==> src/sv/dvfs_pkg.sv <==
package dvfs_pkg;

   // field widths
   localparam int DOMAIN_W  = 3;
   localparam int DIV_W     = 5;
   localparam int READING_W = 16;
   localparam int KIND_W    = 3;
   localparam int TILE_W    = 5;
   localparam int CODE_W    = 18;
   localparam int VID_W     = 17;
   localparam int LEVEL_W   = 3;
   localparam int TENTHS_W  = 4;
   localparam int GCLK_W    = 12;
   localparam int CSR_IDX_W = 2;
   localparam int CSR_DATA_W = 12;

   // default sizes
   localparam int DEF_NUM_DOMAINS = 6;
   localparam int DEF_NUM_LEVELS  = 7;
   localparam int DOMAIN_TABLE    = 6;
   localparam int LEVEL_TABLE     = 7;
   localparam int MAX_DIVIDER     = 16;

   // register indexes
   localparam logic [CSR_IDX_W-1:0] CSR_MIN_DIV = 2'd0;
   localparam logic [CSR_IDX_W-1:0] CSR_MAX_DIV = 2'd1;
   localparam logic [CSR_IDX_W-1:0] CSR_GCLK    = 2'd2;

   // register reset values
   localparam logic [DIV_W-1:0]  MIN_DIV_RST = 5'd2;
   localparam logic [DIV_W-1:0]  MAX_DIV_RST = 5'd16;
   localparam logic [GCLK_W-1:0] GCLK_RST    = 12'd1600;
   localparam logic [DIV_W-1:0]  CUR_DIV_RST = 5'd3;
   localparam logic [LEVEL_W-1:0] CUR_LVL_RST = 3'd4;

   // request codes
   localparam logic REQ_SET    = 1'b0;
   localparam logic REQ_SAMPLE = 1'b1;

   // result kinds
   localparam logic [KIND_W-1:0] KIND_TILE   = 3'd0;
   localparam logic [KIND_W-1:0] KIND_VID    = 3'd1;
   localparam logic [KIND_W-1:0] KIND_DONE   = 3'd2;
   localparam logic [KIND_W-1:0] KIND_REJECT = 3'd3;
   localparam logic [KIND_W-1:0] KIND_BUSY   = 3'd4;

   // sensor scale: one count is 251770 units of 1e-10 volt, a tenth of a volt is 1e9
   localparam logic [63:0] SENSOR_LSB  = 64'd251770;
   localparam logic [63:0] TENTH_UNIT  = 64'd1000000000;
   localparam logic [63:0] HALF_UNIT   = 64'd500000000;

   // smallest count whose rounded tenths reach t
   localparam logic [63:0] THR_09 = (64'd9 * TENTH_UNIT - HALF_UNIT + SENSOR_LSB - 64'd1)
                                    / SENSOR_LSB;
   localparam logic [63:0] THR_10 = (64'd10 * TENTH_UNIT - HALF_UNIT + SENSOR_LSB - 64'd1)
                                    / SENSOR_LSB;
   localparam logic [63:0] THR_11 = (64'd11 * TENTH_UNIT - HALF_UNIT + SENSOR_LSB - 64'd1)
                                    / SENSOR_LSB;
   localparam logic [63:0] THR_12 = (64'd12 * TENTH_UNIT - HALF_UNIT + SENSOR_LSB - 64'd1)
                                    / SENSOR_LSB;
   localparam logic [63:0] THR_13 = (64'd13 * TENTH_UNIT - HALF_UNIT + SENSOR_LSB - 64'd1)
                                    / SENSOR_LSB;
   localparam logic [63:0] THR_14 = (64'd14 * TENTH_UNIT - HALF_UNIT + SENSOR_LSB - 64'd1)
                                    / SENSOR_LSB;

   typedef struct packed {
      logic                 req_type;
      logic [DOMAIN_W-1:0]  domain;
      logic [DIV_W-1:0]     divider;
      logic [READING_W-1:0] reading;
   } req_item_type;

   typedef struct packed {
      logic [KIND_W-1:0]  kind;
      logic [TILE_W-1:0]  tile;
      logic [CODE_W-1:0]  divider_code;
      logic [VID_W-1:0]   vid_word;
      logic [DIV_W-1:0]   new_divider;
      logic [LEVEL_W-1:0] new_level;
      logic               last;
   } rsp_item_type;

   // count threshold for a tenths value, out-of-table values never match
   function automatic logic [READING_W:0] tenths_thr(input logic [TENTHS_W-1:0] t);
      logic [READING_W:0] thr;
      unique case (t)
         4'd9:    thr = THR_09[READING_W:0];
         4'd10:   thr = THR_10[READING_W:0];
         4'd11:   thr = THR_11[READING_W:0];
         4'd12:   thr = THR_12[READING_W:0];
         4'd13:   thr = THR_13[READING_W:0];
         4'd14:   thr = THR_14[READING_W:0];
         default: thr = '1;
      endcase
      return thr;
   endfunction

   // level tables, the unused index wraps to level 0
   function automatic logic [TENTHS_W-1:0] lvl_tenths(input logic [LEVEL_W-1:0] l);
      logic [TENTHS_W-1:0] v;
      unique case (l)
         3'd3:    v = 4'd10;
         3'd4:    v = 4'd11;
         3'd5:    v = 4'd12;
         3'd6:    v = 4'd13;
         default: v = 4'd9;
      endcase
      return v;
   endfunction

   function automatic logic [7:0] lvl_code(input logic [LEVEL_W-1:0] l);
      logic [7:0] v;
      unique case (l)
         3'd3:    v = 8'hA0;
         3'd4:    v = 8'hB0;
         3'd5:    v = 8'hC0;
         3'd6:    v = 8'hD0;
         default: v = 8'h90;
      endcase
      return v;
   endfunction

   function automatic logic [GCLK_W-1:0] lvl_cap(input logic [LEVEL_W-1:0] l);
      logic [GCLK_W-1:0] v;
      unique case (l)
         3'd1:    v = 12'd598;
         3'd2:    v = 12'd644;
         3'd3:    v = 12'd748;
         3'd4:    v = 12'd875;
         3'd5:    v = 12'd1024;
         3'd6:    v = 12'd1198;
         default: v = 12'd460;
      endcase
      return v;
   endfunction

   // frequency change code, steps of 0x3801 from 0x38e0 at divider 1
   function automatic logic [CODE_W-1:0] div_code(input logic [DIV_W-1:0] d);
      logic [CODE_W-1:0] v;
      if (d == '0 || d > DIV_W'(MAX_DIVIDER)) begin
         v = '0;
      end else begin
         v = CODE_W'(d) * 18'h03801 + 18'h000DF;
      end
      return v;
   endfunction

   // four tiles of a domain
   function automatic logic [TILE_W-1:0] dom_tile(input logic [DOMAIN_W-1:0] dom,
                                                  input logic [1:0] idx);
      logic [TILE_W-1:0] base;
      logic [TILE_W-1:0] ofs;
      unique case (dom)
         3'd1:    base = 5'd2;
         3'd2:    base = 5'd4;
         3'd3:    base = 5'd12;
         3'd4:    base = 5'd14;
         3'd5:    base = 5'd16;
         default: base = 5'd0;
      endcase
      unique case (idx)
         2'd0: ofs = 5'd0;
         2'd1: ofs = 5'd1;
         2'd2: ofs = 5'd6;
         2'd3: ofs = 5'd7;
      endcase
      return base + ofs;
   endfunction

   function automatic logic [2:0] phys_dom(input logic [DOMAIN_W-1:0] dom);
      logic [2:0] v;
      unique case (dom)
         3'd0:    v = 3'd4;
         3'd1:    v = 3'd5;
         3'd2:    v = 3'd7;
         3'd3:    v = 3'd0;
         3'd4:    v = 3'd1;
         3'd5:    v = 3'd3;
         default: v = 3'd0;
      endcase
      return v;
   endfunction

endpackage

==> src/sv/dvfs_domain_sequencer.sv <==
// set request: taken while idle, then the shared restoring divider (one quotient bit
//   a cycle) and a level search, then one result a cycle unless the
//   output stalls: up to 4 tile writes, 3 regulator writes, 4 tile writes, done
// voltage sample: decided in the cycle it is taken, then a finish step if reached
// only one item is in work at a time; a new one is taken once the results are queued
// reset (synchronous): registers to defaults, every domain at divider 3, level 4
module dvfs_domain_sequencer
   import dvfs_pkg::*;
#(
   parameter int NUM_DOMAINS = DEF_NUM_DOMAINS,
   parameter int NUM_LEVELS  = DEF_NUM_LEVELS
) (
   input  logic                  clock,
   input  logic                  reset,
   input  logic                  req_valid,
   output logic                  req_stall,
   input  req_item_type          req_data,
   output logic                  rsp_valid,
   input  logic                  rsp_stall,
   output rsp_item_type          rsp_data,
   input  logic                  csr_we,
   input  logic [CSR_IDX_W-1:0]  csr_index,
   input  logic [CSR_DATA_W-1:0] csr_wdata
);

   localparam int DOM_IDX_W = (NUM_DOMAINS > 1) ? $clog2(NUM_DOMAINS) : 1;
   localparam int LVL_LIMIT = (NUM_LEVELS < LEVEL_TABLE) ? NUM_LEVELS : LEVEL_TABLE;
   localparam logic [LEVEL_W-1:0] LVL_LAST = LEVEL_W'(LVL_LIMIT - 1);
   localparam logic [3:0] DIV_LAST = 4'(GCLK_W - 1);

   // sequencer states
   localparam logic [3:0] S_IDLE  = 4'd0;
   localparam logic [3:0] S_DIV   = 4'd1;
   localparam logic [3:0] S_SRCH  = 4'd2;
   localparam logic [3:0] S_TILE  = 4'd3;
   localparam logic [3:0] S_VID   = 4'd4;
   localparam logic [3:0] S_FIN   = 4'd5;
   localparam logic [3:0] S_FTILE = 4'd6;
   localparam logic [3:0] S_DONE  = 4'd7;
   localparam logic [3:0] S_ONE   = 4'd8;

   logic [3:0]           state_ff, state_in;
   logic [3:0]           cnt_ff, cnt_in;
   logic [DIV_W-1:0]     rem_ff, rem_in;
   logic [GCLK_W-1:0]    quo_ff, quo_in;
   logic [DOMAIN_W-1:0]  dom_ff, dom_in;
   logic [DIV_W-1:0]     div_ff, div_in;
   logic [LEVEL_W-1:0]   lvl_ff, lvl_in;
   logic [TENTHS_W-1:0]  old_ff, old_in;
   logic                 waiting_ff, waiting_in;
   logic                 imm_ff, imm_in;
   logic                 busy_ff, busy_in;
   logic                 rsp_valid_ff, rsp_valid_in;
   rsp_item_type         rsp_ff, rsp_in;

   logic [DIV_W-1:0]     min_div_ff, max_div_ff;
   logic [GCLK_W-1:0]    gclk_ff;

   logic [DIV_W-1:0]     cur_div_ff [NUM_DOMAINS];
   logic [LEVEL_W-1:0]   cur_lvl_ff [NUM_DOMAINS];
   logic                 cur_div_we, cur_lvl_we;
   logic [DOM_IDX_W-1:0] dom_idx;
   logic [DIV_W-1:0]     cur_div_rd;
   logic [LEVEL_W-1:0]   cur_lvl_rd;

   logic                 req_fire;
   logic                 emit_valid, emit_go;
   logic [DIV_W-1:0]     clamped;
   logic                 set_ok;
   logic [TENTHS_W-1:0]  target;
   logic [READING_W:0]   count_x;
   logic                 reached;
   logic [DIV_W:0]       rem_sh;
   logic                 rem_ge;

   assign req_fire  = req_valid && !req_stall;
   assign req_stall = (state_ff != S_IDLE);
   assign rsp_valid = rsp_valid_ff;
   assign rsp_data  = rsp_ff;

   // domain state read at the working domain only
   assign dom_idx    = dom_ff[DOM_IDX_W-1:0];
   assign cur_div_rd = cur_div_ff[dom_idx];
   assign cur_lvl_rd = cur_lvl_ff[dom_idx];

   // clamp, upper limit first
   always_comb begin
      if (req_data.divider > max_div_ff) begin
         clamped = max_div_ff;
      end else if (req_data.divider < min_div_ff) begin
         clamped = min_div_ff;
      end else begin
         clamped = req_data.divider;
      end
   end

   assign set_ok = (DOMAIN_W'(NUM_DOMAINS) > req_data.domain || NUM_DOMAINS >= 8)
                   && (req_data.domain < DOMAIN_W'(DOMAIN_TABLE))
                   && (clamped != '0) && (clamped <= DIV_W'(MAX_DIVIDER));

   // sample against target, tenths compared as count thresholds
   assign target  = lvl_tenths(lvl_ff);
   assign count_x = {1'b0, req_data.reading};
   always_comb begin
      priority if (target > old_ff) begin
         reached = (count_x >= tenths_thr(target));
      end else if (target < old_ff) begin
         reached = !(count_x >= tenths_thr(target + 4'd1));
      end else begin
         reached = 1'b1;
      end
   end

   // shared divider step: one quotient bit a cycle
   assign rem_sh = {rem_ff, quo_ff[GCLK_W-1]};
   assign rem_ge = (rem_sh >= {1'b0, div_ff});

   assign emit_go = emit_valid && (!rsp_valid_ff || !rsp_stall);

   // sequencer
   always_comb begin
      state_in   = state_ff;
      cnt_in     = cnt_ff;
      rem_in     = rem_ff;
      quo_in     = quo_ff;
      dom_in     = dom_ff;
      div_in     = div_ff;
      lvl_in     = lvl_ff;
      old_in     = old_ff;
      waiting_in = waiting_ff;
      imm_in     = imm_ff;
      busy_in    = busy_ff;
      cur_div_we = 1'b0;
      cur_lvl_we = 1'b0;
      emit_valid = 1'b0;
      rsp_in     = '0;
      unique case (state_ff)
         S_IDLE: begin
            if (req_fire) begin
               if (req_data.req_type == REQ_SAMPLE) begin
                  if (waiting_ff && reached) begin
                     state_in = S_FIN;
                  end
               end else if (waiting_ff) begin
                  busy_in  = 1'b1;
                  state_in = S_ONE;
               end else begin
                  busy_in = 1'b0;
                  dom_in  = req_data.domain;
                  div_in  = clamped;
                  lvl_in  = '0;
                  if (set_ok) begin
                     quo_in   = gclk_ff;
                     rem_in   = '0;
                     cnt_in   = '0;
                     state_in = S_DIV;
                  end else begin
                     state_in = S_ONE;
                  end
               end
            end
         end
         S_DIV: begin
            rem_in = rem_ge ? DIV_W'(rem_sh - {1'b0, div_ff}) : DIV_W'(rem_sh);
            quo_in = {quo_ff[GCLK_W-2:0], rem_ge};
            cnt_in = cnt_ff + 4'd1;
            if (cnt_ff == DIV_LAST) begin
               cnt_in   = '0;
               state_in = S_SRCH;
            end
         end
         S_SRCH: begin
            if (lvl_cap(lvl_ff) >= quo_ff) begin
               old_in     = lvl_tenths(cur_lvl_rd);
               imm_in     = (lvl_tenths(lvl_ff) == lvl_tenths(cur_lvl_rd));
               waiting_in = 1'b1;
               cnt_in     = '0;
               if (div_ff >= cur_div_rd) begin
                  cur_div_we = 1'b1;
                  state_in   = S_TILE;
               end else begin
                  state_in = S_VID;
               end
            end else if (lvl_ff == LVL_LAST) begin
               lvl_in   = '0;
               state_in = S_ONE;
            end else begin
               lvl_in = lvl_ff + 3'd1;
            end
         end
         S_TILE, S_FTILE: begin
            emit_valid          = 1'b1;
            rsp_in.kind         = KIND_TILE;
            rsp_in.tile         = dom_tile(dom_ff, cnt_ff[1:0]);
            rsp_in.divider_code = div_code(div_ff);
            rsp_in.new_divider  = div_ff;
            rsp_in.new_level    = lvl_ff;
            if (emit_go) begin
               cnt_in = cnt_ff + 4'd1;
               if (cnt_ff == 4'd3) begin
                  cnt_in   = '0;
                  state_in = (state_ff == S_TILE) ? S_VID : S_DONE;
               end
            end
         end
         S_VID: begin
            emit_valid         = 1'b1;
            rsp_in.kind        = KIND_VID;
            rsp_in.vid_word    = {1'b1, 5'd0, phys_dom(dom_ff), lvl_code(lvl_ff)};
            rsp_in.new_divider = div_ff;
            rsp_in.new_level   = lvl_ff;
            rsp_in.last        = (cnt_ff == 4'd2) && !imm_ff;
            if (emit_go) begin
               cnt_in = cnt_ff + 4'd1;
               if (cnt_ff == 4'd2) begin
                  cnt_in   = '0;
                  state_in = imm_ff ? S_FIN : S_IDLE;
               end
            end
         end
         S_FIN: begin
            cur_lvl_we = 1'b1;
            waiting_in = 1'b0;
            cnt_in     = '0;
            if (div_ff < cur_div_rd) begin
               cur_div_we = 1'b1;
               state_in   = S_FTILE;
            end else begin
               state_in = S_DONE;
            end
         end
         S_DONE: begin
            emit_valid         = 1'b1;
            rsp_in.kind        = KIND_DONE;
            rsp_in.new_divider = div_ff;
            rsp_in.new_level   = lvl_ff;
            rsp_in.last        = 1'b1;
            if (emit_go) begin
               state_in = S_IDLE;
            end
         end
         S_ONE: begin
            emit_valid         = 1'b1;
            rsp_in.kind        = busy_ff ? KIND_BUSY : KIND_REJECT;
            rsp_in.new_divider = busy_ff ? '0 : div_ff;
            rsp_in.last        = 1'b1;
            if (emit_go) begin
               state_in = S_IDLE;
            end
         end
         default: begin
            state_in = S_IDLE;
         end
      endcase
   end

   // output register: loads on a new result, empties on a transfer
   always_comb begin
      if (emit_go) begin
         rsp_valid_in = 1'b1;
      end else if (!rsp_stall) begin
         rsp_valid_in = 1'b0;
      end else begin
         rsp_valid_in = rsp_valid_ff;
      end
   end

   // control registers
   always_ff @(posedge clock) begin
      if (reset) begin
         state_ff     <= S_IDLE;
         cnt_ff       <= '0;
         dom_ff       <= '0;
         div_ff       <= '0;
         lvl_ff       <= '0;
         old_ff       <= '0;
         waiting_ff   <= 1'b0;
         imm_ff       <= 1'b0;
         busy_ff      <= 1'b0;
         rsp_valid_ff <= 1'b0;
      end else begin
         state_ff     <= state_in;
         cnt_ff       <= cnt_in;
         dom_ff       <= dom_in;
         div_ff       <= div_in;
         lvl_ff       <= lvl_in;
         old_ff       <= old_in;
         waiting_ff   <= waiting_in;
         imm_ff       <= imm_in;
         busy_ff      <= busy_in;
         rsp_valid_ff <= rsp_valid_in;
      end
   end

   // datapath registers
   always_ff @(posedge clock) begin
      rem_ff <= rem_in;
      quo_ff <= quo_in;
      if (emit_go) begin
         rsp_ff <= rsp_in;
      end
   end

   // configuration registers
   always_ff @(posedge clock) begin
      if (reset) begin
         min_div_ff <= MIN_DIV_RST;
         max_div_ff <= MAX_DIV_RST;
         gclk_ff    <= GCLK_RST;
      end else if (csr_we) begin
         unique case (csr_index)
            CSR_MIN_DIV: min_div_ff <= csr_wdata[DIV_W-1:0];
            CSR_MAX_DIV: max_div_ff <= csr_wdata[DIV_W-1:0];
            CSR_GCLK:    gclk_ff    <= csr_wdata[GCLK_W-1:0];
            default: begin
            end
         endcase
      end
   end

   // per-domain divider and level
   always_ff @(posedge clock) begin
      if (reset) begin
         for (int i = 0; i < NUM_DOMAINS; i++) begin
            cur_div_ff[i] <= CUR_DIV_RST;
            cur_lvl_ff[i] <= CUR_LVL_RST;
         end
      end else begin
         if (cur_div_we) begin
            cur_div_ff[dom_idx] <= div_ff;
         end
         if (cur_lvl_we) begin
            cur_lvl_ff[dom_idx] <= lvl_ff;
         end
      end
   end

   // a set request during a voltage wait answers busy
   assert property (@(posedge clock) disable iff (reset)
      (req_fire && req_data.req_type == REQ_SET && waiting_ff)
      |=> (state_ff == S_ONE && busy_ff))
      else $error("set request while waiting did not turn busy");

   // the wait ends only through the finish step
   assert property (@(posedge clock) disable iff (reset)
      ($fell(waiting_ff) && !$past(reset)) |-> ($past(state_ff) == S_FIN))
      else $error("voltage wait ended outside finish");

   // tile writes only carry a divider that has a code
   assert property (@(posedge clock) disable iff (reset)
      (state_ff == S_TILE || state_ff == S_FTILE)
      |-> (div_ff != '0 && div_ff <= DIV_W'(MAX_DIVIDER)))
      else $error("tile write with divider outside code table");

   // the final result of an item leaves the sequencer idle
   assert property (@(posedge clock) disable iff (reset)
      (emit_go && rsp_in.last) |=> (state_ff == S_IDLE))
      else $error("last result not followed by idle");

   // regulator writes happen only with a wait armed
   assert property (@(posedge clock) disable iff (reset)
      (state_ff == S_VID) |-> waiting_ff)
      else $error("regulator write without pending wait");

endmodule
==> config.mk <==
export PLATFORM = sky130hd
export DESIGN_NAME = dvfs_domain_sequencer
export DESIGN_NICKNAME = d
export VERILOG_FILES = /design/src/sv/dvfs_pkg.sv /design/src/sv/dvfs_domain_sequencer.sv
export SDC_FILE = /design/constraint.sdc
export NUM_CORES = 1
export LEC_CHECK = 0
export BUFFER_PORTS_ARGS = -buffer_cell sky130_fd_sc_hd__buf_4
export CAP_MARGIN = 20
export CORE_MARGIN = 1
export CORE_UTILIZATION = 50
export CTS_BUF_LIST = sky130_fd_sc_hd__clkbuf_2 sky130_fd_sc_hd__clkbuf_4 sky130_fd_sc_hd__clkbuf_8
export DETAILED_ROUTE_END_ITERATION = 8
export PLACE_DENSITY = 0.7
export SLEW_MARGIN = 10
export SYNTH_ARGS = -nofsm -noshare
export SYNTH_HDL_FRONTEND = slang
export SYNTH_SLANG_ARGS = --single-unit
export TNS_END_PERCENT = 1
==> constraint.sdc <==
create_clock -name clock -period 4.61 [get_ports clock]
set_clock_uncertainty 0.1 [all_clocks]
set_input_delay 0.6915 -clock clock [delete_from_list [all_inputs] [get_ports clock]]
set_output_delay 0.6915 -clock clock [all_outputs]
set_load 0.005 [all_outputs]
==> metrics.txt <==
CP required 4620 ps; CTS clk-pin slew, worst paths 100 ps; drt pass-1 iters 7; I/O Pins 98; WHS Path Cells 3; height of the chip 145 µm; Synth top cells by count edfxtp_1 (122), nand2_1 (122), nor2_1 (111); H-tree depth 4; dpl ws 654 ps; placed cells 1334; remaining global-route overflow 0; post-synthesis cell count 1008; Final HPWL DP 17.4 mm; synthesis-to-finish area growth 12.4%; layout cells sized above 1 15.6%; R2R Path End cur_div_ff[6][2]; Die ar. 20900 µm²; post-synthesis cell area 10200 µm²; detailed-route vias per instance 5.58; CTS tree yes; Worst-Margin Slew 891 ps; ANT cells 0; Post-route DRC 0; initial antenna violation count 0; Layout Nets 1227; Final Hold Fails 0; Post-synth ARST share 0%; critical path peak fanout 9; cell taking the most area after synthesis edfxtp_1; sequential share of power 45.1%; Reg2Reg Depth 11; cts repair resizes 0; WP data arrival 3950 ps; worst min-delay path category in -> reg; via count 7634; Top Layer Used met4; post-detailed-routing wire length 23.0 mm; Final period util 85.5%; Worst Hold Path EP gclk_ff[10]; Seq/Total Area, Yosys 46.3%; clock period minus worst slack 3940 ps; RSZ-0062 raised after global routing false; Core Footprint 19700 µm²; max-cap violations 0; status finished, final reports clean; Die W 145 µm; met2 wire len 10.6 mm; Skew-Pair Late Insertion Delay 460 ps; Routability Congestion 0.878; Synth area leaders edfxtp_1 (36%), ha_1 (11%), dfxtp_1 (10%); Comb pwr share 33.3%; Initial Util 51.5%; Worst VDD drop 0.207 mV; Post-CTS Setup Bufs 0; setup TNS 0 ps; Final Cell Area 11400 µm²; EDFF count, synth 122; CP endpoint kind register; Slew Limit Headroom 40.3%; Yosys cell types 80; clock sinks 174; mean post-synth cell area 10.1 µm²; count of warnings emitted by yosys 0; Pint 3120 µW; top cell type's share of synthesized area 36.1%; placed instance area 11000 µm²; routed wl met3 1.41 mm; root buffer cell clkbuf_8; Startpoint Class register; drt wl/cell 16.8 µm; ys flop type edfxtp_1; Pleak 0.00456 µW; cts hold-fix bufs 0; # setup viols final 0; antenna viol nets, final 0; Final Max Tran Viols 0; total CTS buffers 17; Switching Share 34.6%; PnR worst setup slack 666 ps; slack of the worst reg-to-reg path 670 ps; clock power share 21.7%; min-delay src csr_wdata[10]; post-synthesis register bit count 174; Port Buf Inserts 86; row count 51; Initial DRC Count 442; P_sw 1650 µW; gr usage total 23.1%; kind of critical path reg -> reg; first-pass GRT wire length 36.4 mm; max frequency 254 MHz; non-filler cells, final 1367; CTS Buffer Depth 2; met1 WL 10.5 mm; largest net degree at the start of global routing 41; vias in the first global route 7135; pwr dens 417 nW/µm²
## registers in the layout, summed over array words and instances, names as in the netlist, named ones only
register	count
min_div_ff	5
imm_ff	1
state_ff	4
rsp_valid	1
max_div_ff	5
rsp_data	41
quo_ff	12
lvl_ff	3
cur_lvl_ff	24
busy_ff	1
dom_ff	3
gclk_ff	12
waiting_ff	1
cur_div_ff	40
old_ff	4
rem_ff	5
cnt_ff	4
div_ff	5
## worst max-delay path, cell delays in order (launching register included)
cell     delay (ps)
dfxtp_1         720
mux4_2          600
mux2i_1         160
ha_1            260
nor2b_1         130
o21a_1          160
o21a_1          150
o21ai_0         200
nor2b_1         200
a22o_1          310
nand2_1         160
nor2_1          450
## layer usage
layer,up-vias,global-route usage [%]
met1,3604,31.1
met5,-,0
met2,267,36.7
met3,33,5.00
li1,3730,-
met4,0,8.25
## worst max path at each step
stage,start,end,slack [ps],cells after the start
2_1_floorplan,req_data[17],quo_ff[0],10,10
3_3_place_gp,register,cur_div_ff[6][3],800,11
3_5_place_dp,register,cur_div_ff[6][3],650,11
4_1_cts,register,cur_div_ff[7][1],630,11
5_1_grt,register,cur_div_ff[6][3],440,11
6_report,register,cur_div_ff[6][2],670,11
## per-stage QoR
stage / hold slack [ps] / util (%) / total power, µW
floorplan: 337 / - / 3180
global placement: 344 / 56.0 / 3740
detailed placement: 348 / 56.0 / 3760
CTS: 299 / 57.9 / 4780
global route: 298 / 57.9 / 5080
finish: 330 / 57.9 / 4760
## cells by family (layout without fill, tap and decap cells)
family                     count (synthesis)  after routing  share of synthesized area [%]
buffers and inverters                    121            200                           5.12
DFF                                      174            174                           46.3
adders and majority gates                 94             94                           12.1
muxes                                     35             35                           5.47
and+or+nand+nor                          364            364                           16.8
AOI/OAI and AO/OA                        201            201                           12.6
other                                      2             17                         0.0739
xor gates and xnor gates                  17             17                           1.47
## final cells by class
| cell class | count | area (µm²) |
|---|---|---|
| clock inverter | 14 | 129 |
| fill | 1703 | 8300 |
| tap | 265 | 332 |
| inverter | 68 | 255 |
| clock buffer | 18 | 241 |
| timing repair buffer | 100 | 748 |
| multi-input combinational | 728 | 5010 |
| sequential | 174 | 4700 |
## layout by cell type, fill, tap and decap left out, types with 8 or more instances in the layout
cell type / count
inv_1: 65
edfxtp_1: 122
nand3_1: 21
o21ai_0: 52
conb_1: 17
and3_1: 9
nand2b_1: 8
buf_4: 99
clkbuf_8: 17
dfxtp_1: 52
a31oi_1: 8
xnor2_1: 11
nand2_1: 122
nor2b_1: 13
nor3_1: 21
o211ai_1: 8
mux4_2: 16
o21a_1: 8
a21o_1: 13
ha_1: 87
and2_1: 15
a211oi_1: 10
nor2_1: 111
mux2i_1: 17
a21oi_1: 58
## power groups by stage
stage / logic, µW / registers, µW / clock network, µW
finish: 1580 / 2150 / 1030
global route: 1780 / 2190 / 1110
CTS: 1580 / 2150 / 1050
detailed placement: 1580 / 2180 / 0
global placement: 1560 / 2180 / 0
floorplan: 1030 / 2160 / 0
Power figures use the tool's default switching activity.
